[config.mk]
export PLATFORM = sky130hd
export DESIGN_NAME = e2q_front
export DESIGN_NICKNAME = d
export VERILOG_FILES = /design/src/e2q_pkg.sv /design/src/e2q_front.sv
export SDC_FILE = /design/constraint.sdc
export NUM_CORES = 1
export LEC_CHECK = 0
export ABC_AREA = 1
export BUFFER_PORTS_ARGS = -buffer_cell sky130_fd_sc_hd__buf_2
export CORE_MARGIN = 2
export CORE_UTILIZATION = 25
export DETAILED_ROUTE_END_ITERATION = 8
export HOLD_SLACK_MARGIN = 0.12
export PLACE_DENSITY = 0.39
export SLEW_MARGIN = 25
export SYNTH_ARGS = -nofsm -noshare
export SYNTH_HDL_FRONTEND = slang
export SYNTH_SLANG_ARGS = --single-unit
[constraint.sdc]
create_clock -name clock -period 7.15 [get_ports clock]
set_input_delay 0.715 -clock clock [delete_from_list [all_inputs] [get_ports clock]]
set_output_delay 0.715 -clock clock [all_outputs]
set_load 0.005 [all_outputs]
[src/e2q_pkg.sv]
package e2q_pkg;

   localparam int ATAN_ENTRIES = 24;
   localparam int WORD_W = 32;
   localparam int FIELD_W = 16;
   localparam logic signed [WORD_W-1:0] GAIN_Q30 = 32'sd652032874;
   localparam logic signed [WORD_W-1:0] ATAN_TABLE [ATAN_ENTRIES] = '{
      32'sd188743680, 32'sd111421900, 32'sd58872272, 32'sd29884485,
      32'sd15000234, 32'sd7507429, 32'sd3754631, 32'sd1877430,
      32'sd938729, 32'sd469366, 32'sd234683, 32'sd117342,
      32'sd58671, 32'sd29335, 32'sd14668, 32'sd7334,
      32'sd3667, 32'sd1833, 32'sd917, 32'sd458,
      32'sd229, 32'sd115, 32'sd57, 32'sd29
   };

   // half angle in 2^-22 degree, folded into [-90, 90]
   typedef struct packed {
      logic signed [WORD_W-1:0] z;
      logic                     neg;
   } e2q_lane_type;

   // lane 0 x, lane 1 y, lane 2 z
   typedef e2q_lane_type [2:0] e2q_job_type;

   function automatic logic signed [WORD_W-1:0] mulq(input logic signed [WORD_W-1:0] a,
                                                     input logic signed [WORD_W-1:0] b);
      logic signed [2*WORD_W-1:0] p;
      p = a * b;
      p = p + 64'sd536870912;
      return WORD_W'(p >>> 30);
   endfunction

endpackage

[src/e2q_front.sv]
module e2q_front #(
   parameter int ANGLE_FRAC_BITS = 6
) (
   input  logic                 clock,
   input  logic                 reset,
   input  logic                 req_tvalid,
   output logic                 req_tready,
   input  logic [47:0]          req_tdata,
   output logic                 job_valid,
   input  logic                 job_ready,
   output e2q_pkg::e2q_job_type job_data
);

   localparam logic signed [31:0] MOD = 32'sd720 <<< ANGLE_FRAC_BITS;
   localparam logic signed [31:0] HALF = 32'sd360 <<< ANGLE_FRAC_BITS;
   localparam logic signed [31:0] QTR = 32'sd180 <<< ANGLE_FRAC_BITS;
   localparam int SHZ = 21 - ANGLE_FRAC_BITS;
   localparam logic [23:0] RECIP = 24'((64'd1 << 32) / 64'(MOD));

   logic                 en;
   logic                 v1_ff, v1_in, v2_ff, v2_in;
   logic [15:0]          mag_ff [3], mag_in [3];
   logic [15:0]          q_ff [3], q_in [3];
   logic [2:0]           sign_ff, sign_in;
   e2q_pkg::e2q_job_type job_ff, job_in;

   assign en = !v2_ff || job_ready;
   assign req_tready = en;
   assign v1_in = req_tvalid;
   assign v2_in = v1_ff;
   assign job_valid = v2_ff;
   assign job_data = job_ff;

   for (genvar l = 0; l < 3; l++) begin : g_lane
      logic [15:0]        a;
      logic [39:0]        prod;
      logic signed [31:0] qm, rem0, rem, sr, wr;

      // estimate of the wrap count, at most one short
      assign a = req_tdata[16*l +: 16];
      assign sign_in[l] = a[15];
      assign mag_in[l] = a[15] ? 16'(~a + 16'd1) : a;
      assign prod = 40'(mag_in[l]) * 40'(RECIP);
      assign q_in[l] = 16'(prod >> 32);

      assign qm = $signed({16'd0, q_ff[l]}) * MOD;
      assign rem0 = $signed({16'd0, mag_ff[l]}) - qm;
      assign rem = (rem0 >= MOD) ? rem0 - MOD : rem0;
      assign sr = sign_ff[l] ? -rem : rem;
      assign wr = (sr > HALF) ? sr - MOD : ((sr <= -HALF) ? sr + MOD : sr);

      always_comb begin
         if (wr > QTR) begin
            job_in[l].z = (wr - 2 * QTR) <<< SHZ;
            job_in[l].neg = 1'b1;
         end else if (wr < -QTR) begin
            job_in[l].z = (wr + 2 * QTR) <<< SHZ;
            job_in[l].neg = 1'b1;
         end else begin
            job_in[l].z = wr <<< SHZ;
            job_in[l].neg = 1'b0;
         end
      end
   end

   always_ff @(posedge clock) begin
      if (reset) begin
         v1_ff <= 1'b0;
         v2_ff <= 1'b0;
      end else if (en) begin
         v1_ff <= v1_in;
         v2_ff <= v2_in;
      end
   end

   always_ff @(posedge clock) begin
      if (en) begin
         mag_ff <= mag_in;
         q_ff <= q_in;
         sign_ff <= sign_in;
         job_ff <= job_in;
      end
   end

endmodule

==> summary.txt <==
Detailed routing
  – Post-route ant nets: 0
  – Wire per inst: 14.0 microns
  – Vias: 16.3k
  – WL final: approximately 54 mm
  – Vias per cell: 4.24
  – Iter 0 DRT Violations: 560
  – DRC errors left: 0
  – First drt pass iteration count: 5

Global route
  – Total GRT Usage: 0.127
  – Number of global-route vias before repair: 17.0k
  – Largest net degree at the start of global routing: between 40 and 50
  – First-pass GRT wire length: 89.3 mm
  – Initial antenna violation count: 0
  – Grt total ovfl: 0

Cells and area
  – Fillers: 9150
  – Share of cells above drive strength 1: 0.126
  – Layout area overhead: 10.6%
  – Fin nets: 3346
  – Ant. Diodes: 0
  – Layout Cells excl Fill: 3852

Worst hold path
  – Hold/Removal Path Class: register to register

Yosys
  – Post-synth design cell area: between 20000 and 25000 sq um
  – Async set or reset register ratio after synthesis: 0
  – Total number of yosys warnings: 0
  – Synth Area per Inst: around 8.3 sq um
  – Sequential share of the synthesized area: 0.153
  – EDFF count, synth: 108
  – Netlist cell types: 56
  – Cell count after synthesis: between 2k and 3k
  – FF+latch count, synth: 110
  – Post-synth top flop: edfxtp_1

STA
  – Final hold viol count: 0
  – Setup TNS Final: 0 ps
  – Slew of the pin with the lowest slew margin: 827 ps
  – Hold Slack: 467 ps
  – Final period util: 0.896
  – Final setup vio count: 0
  – RSZ-0062 raised after global routing: false
  – PnR worst setup slack: 747 ps
  – Min Tclk post-route: 6400 ps
  – Rel. slew slack: 0.449
  – Pins Over Slew Limit: 0
  – Fmax: between 150 and 200 MHz
  – Clk_skew: around 14 ps

Die
  – Die ar.: 88000 sq um
  – I/O pin count: 153
  – Initial Util: 0.252
  – Row count: 107
  – Die W: 297 microns
  – Die height: 297 microns
  – Core box area: between 80000 and 90000 sq um

Place
  – Post-Place Worst Slack: 321 ps
  – I/O Buffers: roughly 110
  – Inst Count DP: between 3k and 4k
  – RePlAce Congestion: about 0.87
  – Dpl hpwl: 48.0 mm

Power
  – Leak: 12.4 nW
  – Peak supply drop: 0.000173 V
  – Cell internal pwr: between 0.004 and 0.005 W
  – Comb pwr share: 0.858
  – Tot Pwr: 0.0108 W
  – Register share of total power: 0.096
  – NetSw: between 0.005 and 0.006 W
  – Clock share of power: 0.046
  – Switching share of power: 0.551
  – PwrDens: around 460 nW/um^2

Clocking
  – Worst-Skew Late Latency: about 400 ps
  – Post-cts repair resize count: 0
  – Number of H-tree branching levels: 3
  – CTS Hold Buffers Added: 0
  – Clk sinks: 110
  – CTS root buf: clkbuf_16
  – CTS tree: done
  – TritonCTS Buffers: 9
  – Worst-path clk slew: approximately 90 ps
  – Bufs on Longest Clock Path: 2
  – # Post-CTS Setup Buffers: 0

Critical path
  – Setup CP Type: input port to register
  – FF-to-FF setup slack: around 2000 ps
  – Endpoint class of the critical path: register
  – CP Launch Type: input port
  – CP arrival: 6540 ps
  – Worst Path Required: 7290 ps
  – Worst-path fanout max: 7

Status
  – Status: finished, final reports clean

Flow run
  – Number of max-cap violations: 0
==> cell type report <==
type | instances | area, sq um | area share
Clock buffer | 10 | 229 | 0.00967
Sequential cell | 110 | 3280 | 0.139
Tap cell | 1144 | 1430 | 0.0604
Inverter | 495 | 1860 | 0.0787
Clock inverter | 4 | 32.5 | 0.00137
Multi-Input combinational cell | 1947 | 16000 | 0.677
Timing Repair Buffer | 142 | 798 | 0.0337
==> routing by layer <==
layer,GRT usage,share of wire,up-vias
met2,0.218,0.48,142
met3,0.0152,0.026,25
met5,0,0,-
met1,0.172,0.48,7735
met4,0.0243,0.010,0
li1,-,-,8426
==> layout by cell type (no fill, tap or decap), types with 47 or more instances in the layout <==
cell,n
xor2_1,79
nand2_1,484
nand2_2,63
nor2_1,152
buf_2,107
edfxtp_1,108
o21ai_0,47
a21oi_1,75
nand3_1,173
fa_1,207
inv_1,456
ha_1,382
==> per-stage QoR <==
step / utilization / cell area, sq um
after floorplan: - / 21600
after global routing: 0.279 / 23700
final: 0.279 / 23700
after global placement: 0.275 / 23400
after CTS: 0.279 / 23700
after detailed placement: 0.275 / 23400
==> synth_stat cells (31+ instances only) <==
cell / n / area (sq um)
inv_2: 35 / 131
o21ai_0: 47 / 235
ha_1: 382 / 4780
nand2_1: 484 / 1820
nand3_1: 173 / 866
xnor2_1: 31 / 272
xor2_1: 79 / 692
nor2_1: 152 / 571
edfxtp_1: 108 / 3240
inv_1: 457 / 1720
nand2_2: 63 / 394
a21oi_1: 75 / 375
fa_1: 207 / 4140
buf_4: 45 / 338
==> power by group through the flow <==
stage	Combinational [W]	Sequential [W]	Clock [W]
final	0.00928	0.00104	0.000501
after global placement	0.00934	0.00105	0
after global routing	0.0110	0.00106	0.000552
after detailed placement	0.00938	0.00106	0
after floorplan	0.00715	0.00105	0
after CTS	0.00949	0.00104	0.000532
==> final timing paths <==
check / from / to / cells after the start
worst max register to register: q_ff[32] / job_data[31] / 32
worst max-delay path: req_tdata[0] / q_ff[32] / 23
worst min register to register: v1_ff / job_valid / 2
worst min-delay path: v1_ff / job_valid / 2
==> cell families after synthesis <==
family | count (synthesis) | synth area share
and+or+nand+nor | 1025 | 0.230
adders and majority gates | 589 | 0.417
buffers and inverters | 551 | 0.106
AOI/OAI and AO/OA | 175 | 0.0472
xor gates and xnor gates | 113 | 0.0473
DFF | 110 | 0.153
other | 1 | 0.000175
==> registers in the layout, indices dropped and copies added (netlist names) <==
register	flops
job_data	54
mag_ff	48
q_ff	3
sign_ff	3
job_valid	1
v1_ff	1
==> worst max-delay path: stages <==
cell and delay (ps):
buf_2 160, inv_1 70, ha_1 130, inv_1 50, nor3_1 200, nor2_1 80, xor2_1 510, ha_1 430
fa_1 560, inv_1 50, fa_1 530, inv_1 60, fa_1 510, fa_1 540, fa_1 510, ha_1 320
a21oi_1 150, nor2_1 50, a211oi_1 220, o221ai_1 150, a21oi_1 250, o41ai_1 140, xnor2_1 140
Note: power is estimated with default switching activity, not from simulation.
