[src/e2q_pkg.sv]
package e2q_pkg;

   localparam int ATAN_ENTRIES = 24;
   localparam int WORD_W = 32;
   localparam int FIELD_W = 16;
   localparam logic signed [WORD_W-1:0] GAIN_Q30 = 32'sd652032874;
   localparam logic signed [WORD_W-1:0] ATAN_TABLE [ATAN_ENTRIES] = '{
      32'sd188743680, 32'sd111421900, 32'sd58872272, 32'sd29884485,
      32'sd15000234, 32'sd7507429, 32'sd3754631, 32'sd1877430,
      32'sd938729, 32'sd469366, 32'sd234683, 32'sd117342,
      32'sd58671, 32'sd29335, 32'sd14668, 32'sd7334,
      32'sd3667, 32'sd1833, 32'sd917, 32'sd458,
      32'sd229, 32'sd115, 32'sd57, 32'sd29
   };

   // half angle in 2^-22 degree, folded into [-90, 90]
   typedef struct packed {
      logic signed [WORD_W-1:0] z;
      logic                     neg;
   } e2q_lane_type;

   // lane 0 x, lane 1 y, lane 2 z
   typedef e2q_lane_type [2:0] e2q_job_type;

   function automatic logic signed [WORD_W-1:0] mulq(input logic signed [WORD_W-1:0] a,
                                                     input logic signed [WORD_W-1:0] b);
      logic signed [2*WORD_W-1:0] p;
      p = a * b;
      p = p + 64'sd536870912;
      return WORD_W'(p >>> 30);
   endfunction

endpackage

[src/e2q_queue.sv]
module e2q_queue (
   input  logic                 clock,
   input  logic                 reset,
   input  logic                 in_valid,
   output logic                 in_ready,
   input  e2q_pkg::e2q_job_type in_data,
   output logic                 out_valid,
   input  logic                 out_ready,
   output e2q_pkg::e2q_job_type out_data
);

   e2q_pkg::e2q_job_type mem_ff [2];
   logic                 wp_ff, wp_in, rp_ff, rp_in;
   logic [1:0]           cnt_ff, cnt_in;
   logic                 push, pop;

   assign in_ready = (cnt_ff != 2'd2);
   assign out_valid = (cnt_ff != 2'd0);
   assign out_data = mem_ff[rp_ff];
   assign push = in_valid && in_ready;
   assign pop = out_valid && out_ready;
   assign wp_in = push ? !wp_ff : wp_ff;
   assign rp_in = pop ? !rp_ff : rp_ff;

   always_comb begin
      unique case ({push, pop})
         2'b10:   cnt_in = cnt_ff + 2'd1;
         2'b01:   cnt_in = cnt_ff - 2'd1;
         default: cnt_in = cnt_ff;
      endcase
   end

   always_ff @(posedge clock) begin
      if (reset) begin
         wp_ff <= 1'b0;
         rp_ff <= 1'b0;
         cnt_ff <= 2'd0;
      end else begin
         wp_ff <= wp_in;
         rp_ff <= rp_in;
         cnt_ff <= cnt_in;
      end
   end

   always_ff @(posedge clock) begin
      if (push) begin
         mem_ff[wp_ff] <= in_data;
      end
   end

endmodule

[config.mk]
export PLATFORM = sky130hd
export DESIGN_NAME = e2q_queue
export DESIGN_NICKNAME = d
export VERILOG_FILES = /design/src/e2q_pkg.sv /design/src/e2q_queue.sv
export SDC_FILE = /design/constraint.sdc
export NUM_CORES = 1
export LEC_CHECK = 0
export BUFFER_PORTS_ARGS = -buffer_cell sky130_fd_sc_hd__buf_2
export CORE_MARGIN = 3
export CORE_UTILIZATION = 45
export CTS_BUF_LIST = sky130_fd_sc_hd__clkbuf_8
export DETAILED_ROUTE_END_ITERATION = 7
export GPL_TIMING_DRIVEN = 0
export HOLD_SLACK_MARGIN = 0.08
export PLACE_DENSITY_LB_ADDON = 0.1
export SETUP_SLACK_MARGIN = 0.15
export SLEW_MARGIN = 30
export SYNTH_ARGS = -nofsm -noshare
export SYNTH_HDL_FRONTEND = slang
export SYNTH_SLANG_ARGS = --single-unit
[constraint.sdc]
create_clock -name clock -period 5.2 [get_ports clock]
set_input_delay 0.78 -clock clock [delete_from_list [all_inputs] [get_ports clock]]
set_output_delay 0.78 -clock clock [all_outputs]
set_load 0.05 [all_outputs]
==> qor.yml, run 1 <==
status:
  status: "finished clean"
clocking:
  clock-root-buffer: "clkbuf_8"
  cts_made_buffers: 35
  clock_path_buffers: 3
  cts_tree: "done"
  clock_latency_ps: 490
  cts_htree_levels: 2
  cts_sinks: 203
  hold_buffers: 0
  clkSlewWorstSetupHoldPaths_ps: 60
  cts_setup_buffers: 0
  cts_resized: 0
floorplanning:
  dieArea_um2: 17900
  dieHeight_um: 134
  die_w_um: 134
  start_util_pct: 46.1
  rows: 46
  ioPinCount: 204
  core_area_um2: 15900
placed_design:
  dp.cells: 754
  gp_congestion: 0.690
  numPortBuffers: 203
  post-dp-hpwl_mm: 9.11
synthesis:
  synth_fa_ha_area_share_pct: 0.170
  synth_top_family_by_area: "multiplexers"
  yosys.area_share.simple_pct: 0.647
  ys_types: 20
  syn_nets: 436
  synth-xor-area-share_pct: 0.357
  synthMuxAreaShare_pct: 15.2
  ys_ff_latch: 203
  synth_compound_area_share_pct: 0.443
  avgSynthCellArea_um2: 22.1
  synth_seq_area_share_pct: 82.2
  yosysWarnings: 0
  synth_area_um2: 7350
  syn_inst: 332
timing:
  finalCritPeriodShare_pct: 52.6
  maxSlewViolCount: 0
  setup_tns_ps: 0
  hold_violations: 0
  max_freq_mhz: 365
  setup_viol: 0
  max_slew_margin_pct: 70.1
  grt_setup_unrepaired: "false"
  fin_skew_ps: 9.79
  max_slew.worst_pin.slew_ps: 449
  period_minus_slack_ps: 2740
drt:
  drt-total-wl_mm: 13.8
  vias: 3835
  route.detailed.drc: 0
  wl_per_cell_um: 17.0
  vias_per_cell: 4.71
  dr.pass1.iters: 4
  drt_iter0_drc: 89
  antenna_left: 0
grt:
  gr-total-overflow: 0
  grt.total_usage_pct: 15.4
  grt_pass1_vias: 4161
  antenna_found_initial: 0
  grt_max_degree: 57
  grt_pass1_wl_mm: 21.2
cells_and_area:
  n_antenna_cell: 0
  fin_util_pct: 58.5
  final-instance-count-excl-fill: 815
  syn2layout_area_growth_pct: 26.9
  nets: 679
  drive_above_1_share_pct: 60.4
  final_common_cell: "buf_2"
  layout_common_cells: "buf_2 (212), edfxtp_1 (198), mux2_2 (99)"
min_path:
  hold_path_class: "in -> reg"
  hold_path_startpoint: "in_data[47]"
power_and_ir_drop:
  powerDensity_nw_per_um2: 577
  max-vdd-ir-drop_v: 0.000387
  leakage_nw: 3.55
critical_path:
  cp-endpoint: "out_data[38]"
  path_class: "reg -> out"
  critPathArrivalTime_ps: 1960
  path_max_fanout: 10
  cp.required_ps: 4420
  worst_r2r_endpoint: "mem_ff[0][8]$_DFFE_PP_"
  r2r_cells: 4
  rrSetupSlack_ps: 3240
  critical_path.endpoint_type: "output port"
  critPathLaunchType: "flop"
  rr_startpoint: "cnt_ff[0]$_SDFFE_PP0P_"
flow_run:
  drv_cap: 0
-- state kept, by name, indices dropped and copies added, names as in the netlist, named ones only --
| signal | count |
|---|---|
| mem_ff | 198 |
| cnt_ff | 2 |
| rp_ff | 1 |
| wp_ff | 1 |
-- Yosys cell counts --
| cell | n | area share [%] |
|---|---|---|
| o21a_1 | 1 | 0.10 |
| buf_6 | 2 | 0.31 |
| a21oi_1 | 2 | 0.14 |
| nand2b_1 | 1 | 0.085 |
| inv_1 | 1 | 0.051 |
| ha_1 | 1 | 0.17 |
| buf_2 | 9 | 0.61 |
| o21ai_0 | 1 | 0.068 |
| mux2_2 | 99 | 15 |
| nor2_1 | 3 | 0.15 |
| and3_1 | 1 | 0.085 |
| edfxtp_1 | 198 | 81 |
| a21bo_2 | 1 | 0.14 |
| or2_2 | 1 | 0.085 |
| nand2_1 | 1 | 0.051 |
| xor2_1 | 1 | 0.12 |
| or3_1 | 1 | 0.085 |
| xnor2_1 | 2 | 0.24 |
| dfxtp_1 | 5 | 1.4 |
| nand3b_1 | 1 | 0.10 |
-- per-layer routing --
metal | share of wire (%) | up-vias | GRT usage [%]
met5 | 0 | - | 0
met4 | 2.7 | 0 | 7.37
met1 | 40 | 1846 | 17.6
met2 | 50 | 140 | 25.9
li1 | - | 1819 | -
met3 | 8.1 | 30 | 5.40
-- kinds of logic (layout without fill, tap and decap cells) --
family,after synthesis,in the layout
compound gates,5,5
xor+xnor,3,3
fa+ha+maj,1,1
buf+inv,12,279
flops,203,203
mux,99,99
simple gates,9,9
-- worst max-delay path: stages, from the launching register on --
cell     delay (ps)
dfxtp_1         290
buf_2           250
buf_2           330
mux2_2          370
buf_2           220
-- where the power goes --
part	total, W	internal, W	leakage, nW	switching [W]
combinational	0.00203	0.000565	1.30	0.00147
sequential	0.00211	0.00206	1.89	0.0000503
clock	0.00124	0.000658	0.350	0.000586
-- cell type report --
class / instances / area, µm²
Multi-Input combinational cell: 117 / 1240
Clock inverter: 24 / 100
Tap cell: 216 / 270
Fill cell: 1272 / 6610
Inverter: 1 / 8.76
Buffer: 11 / 67.6
Timing Repair Buffer: 206 / 1090
Clock buffer: 37 / 509
Sequential cell: 203 / 6050
-- how the worst min path moves through the flow --
stage,to,slack (ps),cells after the start
after global placement,cnt_ff[1]$_SDFFE_PP0P_,490,2
after floorplan,cnt_ff[1]$_SDFFE_PP0P_,470,2
after global routing,mem_ff[0][76]$_DFFE_PP_,420,1
after CTS,mem_ff[1][9]$_DFFE_PP_,430,1
final,mem_ff[1][47]$_DFFE_PP_,470,1
after detailed placement,flop,500,2
-- through the flow --
stage / area (µm²) / power [W] / worst slack (ps) / hold slack [ps]
2_1_floorplan: 7350 / 0.00375 / 1380 / 474
5_1_grt: 9330 / 0.00564 / 2320 / 425
6_report: 9330 / 0.00539 / 2460 / 469
3_5_place_dp: 8720 / 0.00420 / 2940 / 499
4_1_cts: 9330 / 0.00547 / 2370 / 426
3_3_place_gp: 8640 / 0.00418 / 254 / 492
Note: power is estimated with default switching activity, not from simulation.
==> run 2: changes to the inputs <==
==> constraint.sdc (replaced) <==
create_clock -name clock -period 2.6 [get_ports clock]
set_input_delay 0.39 -clock clock [delete_from_list [all_inputs] [get_ports clock]]
set_output_delay 0.39 -clock clock [all_outputs]
set_load 0.05 [all_outputs]
==> run 2 against run 1 <==
  * Utilization rose by 6.1 points
  * Power rose by 100%
  * Worst hold slack got worse by 270 ps
  * Die area did not move
  * Clock power rose by 85%
  * Setup slack got worse by 2200 ps
  * Critical path depth rose by 1
  * Highest routed layer unchanged
==> qor.yml, run 2 (same netlist as run 1, synthesis figures left out) <==
critical_path:
  rrSetupSlack_ps: 660  # -2580 ps
  r2r_cells: 5  # +1
  critical_path.endpoint_type: "output port"
  path_max_fanout: 10  # unchanged
  worstPathCellList: "buf_4, buf_6, buf_6, mux2_2, buf_2"
  critPathLaunchType: "flop"
  cpMostUsedCell: "buf_6"
  path_class: "reg -> out"
  rr_startpoint: "cnt_ff[1]$_SDFFE_PP0P_"
  slowest_stage: "mux2_2"
  critPathArrivalTime_ps: 1910  # -50 ps
  worst_r2r_endpoint: "mem_ff[0][42]$_DFFE_PP_"
  cp.required_ps: 2210  # -2210 ps
  critical_path.max_stage_delay_ps: 340  # -30 ps
drt:
  antenna_left: 0  # unchanged
  route.detailed.drc: 0  # unchanged
  dr.pass1.iters: 5  # +1
  wl_per_cell_um: 16.0  # -5.8%
  drt-total-wl_mm: 14.5  # +5.1%
  drt_iter0_drc: 171  # +92%
  vias: 4215  # +9.9%
  vias_per_cell: 4.64  # -1.5%
timing:
  hold_violations: 0  # unchanged
  max_slew_margin_pct: 65.8  # -4.3 points
  finalCritPeriodShare_pct: 88.6
  period_minus_slack_ps: 2300
  maxSlewViolCount: 0  # unchanged
  grt_setup_unrepaired: "false"
  max_freq_mhz: 434
  setup_tns_ps: 0  # unchanged
  setup_viol: 0  # unchanged
  fin_skew_ps: 10.8  # +1.03 ps
  max_slew.worst_pin.slew_ps: 513  # +63.5 ps
grt:
  antenna_found_initial: 0  # unchanged
  grt_pass1_wl_mm: 22.7  # +6.9%
  grt_max_degree: 46  # -19%
  grt_pass1_vias: 4655  # +12%
  grt.total_usage_pct: 15.8  # +0.47 points
  gr-total-overflow: 0  # unchanged
cells_and_area:
  top_register: "mem_ff"
  layout_common_cells: "buf_2 (211), edfxtp_1 (198), dlygate4sd3_1 (100)"
  n_antenna_cell: 0  # unchanged
  drive_above_1_share_pct: 51.7  # -8.8 points
  syn2layout_area_growth_pct: 40.2
  top_regs: "mem_ff (198), cnt_ff (2)"
  final-instance-count-excl-fill: 909  # +12%
  final_common_cell: "buf_2"
  nets: 777  # +14%
  design_area_um2: 10300  # +10%
  largest_reg_flops: 198  # unchanged
floorplanning:
  dieArea_um2: 17900  # unchanged
  start_util_pct: 46.1  # unchanged
  ioPinCount: 204  # unchanged
  die_w_um: 134  # unchanged
  rows: 46  # unchanged
  dieHeight_um: 134  # unchanged
  core_area_um2: 15900  # unchanged
placed_design:
  gp_congestion: 0.686  # -0.59%
  dp.cells: 756  # +0.27%
  post-dp-hpwl_mm: 9.22  # +1.2%
  place_area_um2: 8760  # +0.46%
  numPortBuffers: 203  # unchanged
min_path:
  hold_path_end: "wp_ff$_SDFFE_PP0P_"
  hold_path_class: "in -> reg"
  hold_depth: 3  # +2
  hold_path_startpoint: "in_valid"
clocking:
  cts_made_buffers: 31  # -11%
  clock-root-buffer: "clkbuf_8"
  cts_htree_levels: 1  # -1
  clkSlewWorstSetupHoldPaths_ps: 60  # about the same
  clock_latency_ps: 530  # +40 ps
  cts_sinks: 203  # unchanged
  clock_path_buffers: 3  # unchanged
  cts_tree: "done"
power_and_ir_drop:
  leakage_nw: 3.95  # +11%
  powerDensity_nw_per_um2: 1040  # +81%
  max-vdd-ir-drop_v: 0.000577  # +49%
  total_power_w: 0.0108  # +100%
status:
  status: "finished clean"
flow_run:
  drv_cap: 0  # unchanged
## run 2: layout make-up
cell class	instances	area, µm²
sequential	203	6050
fill	1187	5640
timing repair buffer	308	2120
multi-input combinational	117	1250
clock buffer	31	427
tap	216	270
clock inverter	22	111
buffer	11	70.1
inverter	1	7.51
## run 2: how the worst max path moves through the flow
stage / start / to / slack (ps) / cells after the start
floorplan: cnt_ff[0]$_SDFFE_PP0P_ / mem_ff[0][0]$_DFFE_PP_ / 9 / 3
global placement: in_valid / mem_ff[0][72]$_DFFE_PP_ / -800 / 3
detailed placement: in_valid / mem_ff[0][73]$_DFFE_PP_ / 610 / 5
CTS: flop / out_data[94] / 220 / 5
global route: flop / out_data[94] / 180 / 5
finish: flop / out_data[94] / 300 / 5
## run 2: where the power goes
group	internal (W)	switching (W)	leakage, nW
Combinational	0.00126	0.00296	1.73
Clock	0.00119	0.00110	0.323
Sequential	0.00413	0.000110	1.89
## run 2: repair_timing
item                                   CTS  global route
endpoints found under the hold margin  203             0
resized for setup                        1             0
setup buffers                            0             0
setup endpoints to repair               17             0
hold buffers                           100             0
## run 2: metrics by stage
| stage | util [%] | hold slack (ps) | setup WS [ps] |
|---|---|---|---|
| final | 64.6 | 204 | 297 |
| after global routing | 64.6 | 180 | 183 |
| after CTS | 64.6 | 156 | 224 |
| after detailed placement | 55.0 | 507 | 607 |
| after global placement | 54.3 | 493 | -801 |
| after floorplan | - | 455 | 8.88 |
## run 2: worst max-delay path: cells and delay by family, from the launching register on
family,cells,cell delay (ps)
buffers and inverters,4,740
multiplexers,1,340
flip-flops,1,300
## run 2: per-layer routing
metal / vias to the layer above / track usage, % / wire (µm)
li1: 2001 / - / -
met1: 2020 / 18.7 / 5620
met2: 157 / 27.6 / 7420
met3: 37 / 4.61 / 1040
met4: 0 / 5.83 / 446
met5: - / 0 / 0
